==> src/rtl/sjb_pkg.sv <==
// sjb_pkg: shared types, constants and helper functions for the text cell buffer
// no dependencies
`timescale 1ns / 1ps

package sjb_pkg;

    // default store geometry
    localparam int DEF_MAX_COLS = 128;
    localparam int DEF_MAX_ROWS = 64;

    // width of a full cell index sum: 16-bit product plus 9-bit column
    localparam int SUM_W = 17;

    // cell values and character codes
    localparam logic [15:0] BLANK_CELL = 16'h0720;
    localparam logic [7:0]  TTY_ATTR   = 8'h07;
    localparam logic [7:0]  CH_CR      = 8'h0D;
    localparam logic [7:0]  CH_LF      = 8'h0A;
    localparam logic [7:0]  CH_BS      = 8'h08;
    localparam logic [7:0]  DEF_COLS   = 8'd80;

    // register reset values
    localparam logic [7:0] RST_COLUMNS  = 8'd80;
    localparam logic [5:0] RST_LAST_ROW = 6'd24;

    // configuration register indexes
    localparam logic CFG_COLUMNS  = 1'b0;
    localparam logic CFG_LAST_ROW = 1'b1;

    // item kinds
    localparam logic [1:0] KIND_STR  = 2'd0;
    localparam logic [1:0] KIND_TTY  = 2'd1;
    localparam logic [1:0] KIND_READ = 2'd2;
    localparam logic [1:0] KIND_CUR  = 2'd3;

    // one input beat as held inside the block
    typedef struct packed {
        logic [1:0] kind;
        logic [7:0] byte_value;
        logic [7:0] attr;
        logic       start_req;
        logic [7:0] col_field;
        logic [7:0] row_field;
        logic       last;
        logic       cursor_follow;
    } t_in_item;

    // result of the cell index unit
    typedef struct packed {
        logic             ok;
        logic [SUM_W-1:0] idx;
    } t_addr_res;

    // shift-jis lead byte ranges
    function automatic logic is_lead(input logic [7:0] c);
        logic r;
        r = ((c >= 8'h81) && (c <= 8'h9F)) || ((c >= 8'hE0) && (c <= 8'hFC));
        return r;
    endfunction

    // row advance, saturating at 255
    function automatic logic [7:0] next_row(input logic [7:0] r);
        logic [7:0] n;
        n = (r == 8'hFF) ? r : r + 8'd1;
        return n;
    endfunction

    // column count in use, zero meaning the default
    function automatic logic [7:0] eff_cols(input logic [7:0] c);
        logic [7:0] n;
        n = (c == 8'd0) ? DEF_COLS : c;
        return n;
    endfunction

endpackage

==> src/rtl/sjb_addr_gen.sv <==
// sjb_addr_gen: cell index unit, registered row times columns product,
// then column add and range checks; uses sjb_pkg
`timescale 1ns / 1ps

module sjb_addr_gen #(
    parameter int DEPTH = sjb_pkg::DEF_MAX_COLS * sjb_pkg::DEF_MAX_ROWS
) (
    input  logic                i_clk,
    input  logic                i_load,
    input  logic [8:0]          i_col,
    input  logic [7:0]          i_row,
    input  logic [7:0]          i_cols,
    input  logic [6:0]          i_rows,
    input  logic                i_second,
    output sjb_pkg::t_addr_res  o_addr
);
    import sjb_pkg::*;

    logic [15:0] r_prod;
    logic [8:0]  r_col;
    logic        r_row_ok;
    logic [8:0]  col;
    logic [SUM_W-1:0] sum;

    // first stage: product and row check
    always_ff @(posedge i_clk) begin
        if (i_load) begin
            r_prod   <= i_row * i_cols;
            r_col    <= i_col;
            r_row_ok <= i_row < {1'b0, i_rows};
        end
    end

    // second stage: index and column / depth checks
    always_comb begin
        col         = r_col + {8'd0, i_second};
        sum         = {1'b0, r_prod} + SUM_W'(col);
        o_addr.idx  = sum;
        o_addr.ok   = r_row_ok && (col < {1'b0, i_cols}) && (sum < SUM_W'(DEPTH));
    end

endmodule

==> config.mk <==
export PLATFORM = sky130hd
export DESIGN_NAME = sjb_addr_gen
export DESIGN_NICKNAME = d
export VERILOG_FILES = /design/src/rtl/sjb_pkg.sv /design/src/rtl/sjb_addr_gen.sv
export SDC_FILE = /design/constraint.sdc
export NUM_CORES = 1
export LEC_CHECK = 0
export ABC_AREA = 1
export BUFFER_PORTS_ARGS = -buffer_cell sky130_fd_sc_hd__clkbuf_2
export CAP_MARGIN = 20
export CORE_ASPECT_RATIO = 1.5
export CORE_MARGIN = 2
export CORE_UTILIZATION = 60
export CTS_CLUSTER_SIZE = 25
export DETAILED_ROUTE_END_ITERATION = 10
export GPL_ROUTABILITY_DRIVEN = 0
export PLACE_DENSITY = 0.82
export REMOVE_ABC_BUFFERS = 1
export SYNTH_ARGS = -nofsm -noshare
export SYNTH_HDL_FRONTEND = slang
export SYNTH_SLANG_ARGS = --single-unit
export TNS_END_PERCENT = 50
==> constraint.sdc <==
create_clock -name i_clk -period 4.7 [get_ports i_clk]
set_input_delay 0 -clock i_clk [delete_from_list [all_inputs] [get_ports i_clk]]
set_output_delay 0 -clock i_clk [all_outputs]
set_load 0.05 [all_outputs]
Yosys cells after proc, flatten, opt, wreduce, memory -nomap -nowiden
Cells that the tools add are included.
Operators by class
  add/subtract/negate cells: 2
  multiply operators: 1
  reductions and logical operators: 2
  magnitude comparators: 3
Operators by type and width (count)
  adder 16 x 9 -> 17 bit: 1
  less-than comparator 17 x 14 -> 1 bit (second input constant): 1
  multiplier 8 x 8 -> 16 bit: 1
  adder 9 x 1 -> 9 bit: 1
  less-than comparator 9 x 8 -> 1 bit: 1
  less-than comparator 8 x 7 -> 1 bit: 1
  logical AND 1 bit: 2
Word-level totals
  input port bits: 35
  word-level logic and storage cells: 11
  output and inout bits: 18
  flip-flop bits (word level): 26

Longest topological paths before layout
  depth in word-level cells: 4
  mapped depth: 20
  gate-level depth less buffers: 20

Worst setup path before layout
OpenSTA, ideal clock, no wires.
  kind: input to register
  from: in i_cols[7]
  to: reg r_prod[12] (data pin)
  arrival: 3533 ps
  slack: 915 ps
  library setup time: 252 ps
  path buffers: 1
  required time: 4448 ps
  stages: 18
  cell sequence: clkbuf_1 nand2_1 fa_1 fa_1 inv_1 fa_1 inv_1 fa_1 inv_1 ha_1 nand2_1 inv_1 a21oi_1 o21ai_1 nand3_1 nand2_1 nand2_1 nand2_1
On the way
  longest elaborated chain between the ends: 1
RTL lines
  start: declaration: RTL line sjb_addr_gen.sv:12  | input logic [7:0] i_cols,
  multiplier 8 x 8 -> 16 bit: RTL line sjb_addr_gen.sv:28  | r_prod <= i_row * i_cols;
  end signal: assignment: RTL line sjb_addr_gen.sv:28
  end: declaration: RTL line sjb_addr_gen.sv:19  | logic [15:0] r_prod;
Every way passes these cells.
A chain may end at the register's enable or synchronous reset.

Worst setup path after layout
Ends and elaborated chain as after synthesis.

==> results.md <==
- Antenna violations before repair: 0
- Standard-cell rows: 37
- Number of enable flip-flop cells after synthesis: 26
- Average cell area after synthesis: 7.622 sq um
- Cell at the root of the clock tree: sky130_fd_sc_hd__clkbuf_8
- Wire length of the first global-routing pass: 15.06 mm
- Clock slew at the register clock pins of the worst setup and hold paths: 0.10 ns
- Sw power: 0.001214 W
- Portion of total power attributed to sequential cells: 18.6%
- Pre-CTS WS: 0.7397 ns
- Final-layout worst hold slack: 0.1587 ns
- Setup crit start kind: primary input
- Library cell occupying the most area in the post-synthesis netlist: sky130_fd_sc_hd__edfxtp_1
- Vias per std cell: 5.200
- Post-synthesis cell area: 4253 sq um
- Critical setup path kind: primary input to flip-flop
- Pwr Density: 464.9 nW/um^2
- Number of synthesis warnings: 0
- Leading register cell type out of synthesis: sky130_fd_sc_hd__edfxtp_1
- CP Cell Sequence: clkbuf_2 > nand2_1 > fa_1 > fa_1 > inv_1 > fa_1 > inv_1 > fa_1 > inv_1 > ha_1 > nand2_1 > inv_1 > a21oi_1 > o21ai_1 > nand3_1 > nand2_1 > nand2_1 > nand2_1
- Required time worst endpoint: 4.74 ns
- Post-route minimum period: 3.704 ns
- Final hold violation count: 0
- Initial Utilization: 62.07%
- Final core occ: 68.75%
- Unique masters post-synth: 34
- Cell internal pwr: 0.0009763 W
- Leakage power of the design: 2.902 nW
- Largest buffer count on any clock path: 2
- Ratio of cells with drive above 1 in the final layout: 13.84%
- Maximum ir drop on the vdd rail: 0.3537 mV
- Most frequent cell after synthesis: sky130_fd_sc_hd__inv_1
- Number of buffers created by CTS: 3
- Total Negative Setup Slacks: 0 ns
- Clock tree from TritonCTS: yes
- Detailed placement HPWL: 7.497 mm
- Crit path DAT: 3.74 ns
- Final setup violation count: 0
- Kind of end point of the critical path: flip-flop
- Fin crit share: 78.80%
- Crit path max fanout: 9
- Number of synthesized register bits: 26
- Result of the run: finished, final reports clean
- Net count reported at finish: 740
- Overall routing resource usage: 24.12%
- Remaining design rule violation count: 0
- Vias in the first global route: 3633
- Unrepaired setup endpoints after global routing: no
- Die X-Extent: 72.74 microns
- Post-CTS setup buffer count: 0
- Portion of the post-synthesis area used by sequential elements: 18.36%
- Slowest CP cell: sky130_fd_sc_hd__fa_1
- Total area of multi-input combinational cells: 2836 sq um
- Grt total ovfl: 0
- Antenna cell count: 0
- Sequential cell area: 780.7 sq um
- Maximum clock frequency: 270.0 MHz
- Largest cells by area after synthesis: sky130_fd_sc_hd__edfxtp_1 18%, sky130_fd_sc_hd__ha_1 18%, sky130_fd_sc_hd__fa_1 17%
- Clock network fraction of design power: 8.7%
- Count of final max-slew check failures: 0
- Slew Limit Headroom: 56.21%
- Area fraction of the dominant cell type after synthesis: 18.36%
- Vertical die dimension: 107.1 microns
- Final Routed Wirelength: 8.888 mm
- CTS H-tree depth: 1
- Io pins: 53
- Least-Margin Pin Slew: 0.6568 ns
- Net switching share of the total power: 55.42%
- Top post-synthesis cells by count: 150 x sky130_fd_sc_hd__inv_1, 134 x sky130_fd_sc_hd__nand2_1, 60 x sky130_fd_sc_hd__ha_1
- Path class of the lowest-slack min-delay path: primary input to flip-flop
- Largest net degree at the start of global routing: 27
- Avg WL per Cell: 12.98 microns
- Floorplan core area: 6852 sq um
- PnR worst setup slack: 0.9964 ns
- Max-cap check violation count: 0
- Area Growth Syn to Fin: 10.77%
- Number of input and output port buffers inserted: 52
- Comb power frac: 72.7%
- Filler Cells Inserted: 565
- Post_cts resized: 0
- 1st-pass router iterations: 5
- Via count: 3562
- Async set-reset flop share out of synthesis: 0%
- Stage delay of the slowest cell on the critical path: 0.54 ns
- Clk sinks: 26
- First DRT Iteration DRCs: 104
- Die footprint: 7791 sq um
- Instance count of the mapped netlist: 558
- Most repeated library cell on the critical path: sky130_fd_sc_hd__nand2_1
- Routed Antenna Nets: 0
[state kept, by name, summed over array words and instances (netlist names)]
| name | cells |
|---|---|
| r_col | 9 |
| r_prod | 16 |
| r_row_ok | 1 |
[area by class of cell]
type	instances	share of cell area [%]
Clock inverter	1	0.6374
Timing Repair Buffer	61	7.437
Sequential cell	26	16.57
Tap cell	78	2.072
Multi-Input combinational cell	363	60.21
Clock buffer	3	0.8765
Inverter	153	12.19
[placed cells by master (no fill, tap or decap), drive strengths merged]
cell type | Yosys | layout
inv | 152 | 152
nand2 | 146 | 146
ha | 60 | 60
clkbuf | 15 | 55
fa | 37 | 37
edfxtp | 26 | 26
nand3 | 24 | 24
nor2 | 23 | 23
a21oi | 21 | 21
xor2 | 19 | 19
dlygate4sd3 | 0 | 9
xnor2 | 8 | 8
o21ai | 6 | 6
nand4 | 4 | 4
nor3 | 3 | 3
or2 | 2 | 2
a31oi | 2 | 2
o2111ai | 2 | 2
a21boi | 2 | 2
clkinv | 1 | 1
and2 | 1 | 1
nand3b | 1 | 1
o211ai | 1 | 1
o21a | 1 | 1
bufinv | 0 | 1
[per-stage QoR]
stage	std cells	cell area, sq um	total power [W]
floorplan	542	4192	0.001662
global placement	672	4549	0.001936
detailed placement	672	4549	0.001993
CTS	685	4711	0.002193
global route	685	4711	0.002382
finish	685	4711	0.002190
[power by group through the flow]
stage	logic, W	clock network, W	registers (W)
CTS	0.00159	0.000191	0.000407
finish	0.00159	0.000190	0.000407
global route	0.00177	0.000201	0.000416
floorplan	0.00126	0	0.000400
global placement	0.00153	0	0.000410
detailed placement	0.00158	0	0.000412
[cells by family (layout without fill, tap and decap cells)]
kind of cell    Yosys count  after routing  share of synthesized area [%]
compound gates           35             35                          4.855
buf+inv                 169            218                          14.95
fa+ha+maj                97             97                          35.07
flops                    26             26                          18.36
xor+xnor                 27             27                          5.561
simple gates            204            204                          21.21
[routing by layer]
metal	GRT usage (%)	share of wire, %	up-vias
li1	-	-	1776
met2	46.69	55	83
met3	1.316	2.7	13
met1	27.35	40	1690
met4	7.540	1.8	0
met5	0	0	-
[timing repair]
item	CTS	global route
hold endpoints to repair	9	0
hold buffers	9	0
endpoints found under the setup margin	0	0
[critical path: cells and delay by family]
family | cells | cell delay [ns]
AO/OA/AOI/OAI | 2 | 0.36
adder cells (fa/ha/maj) | 5 | 2.46
buffers and inverters | 5 | 0.41
AND/OR/NAND/NOR | 6 | 0.49
[path summary, 6_finish.rpt]
path,start,endpoint,slack [ns],cells past startpoint
worst max-delay path,i_cols[7],r_prod[12],1.0,18
worst min-delay path,i_row[0],r_prod[0],0.16,3
Note: power is estimated with default switching activity, not from simulation.
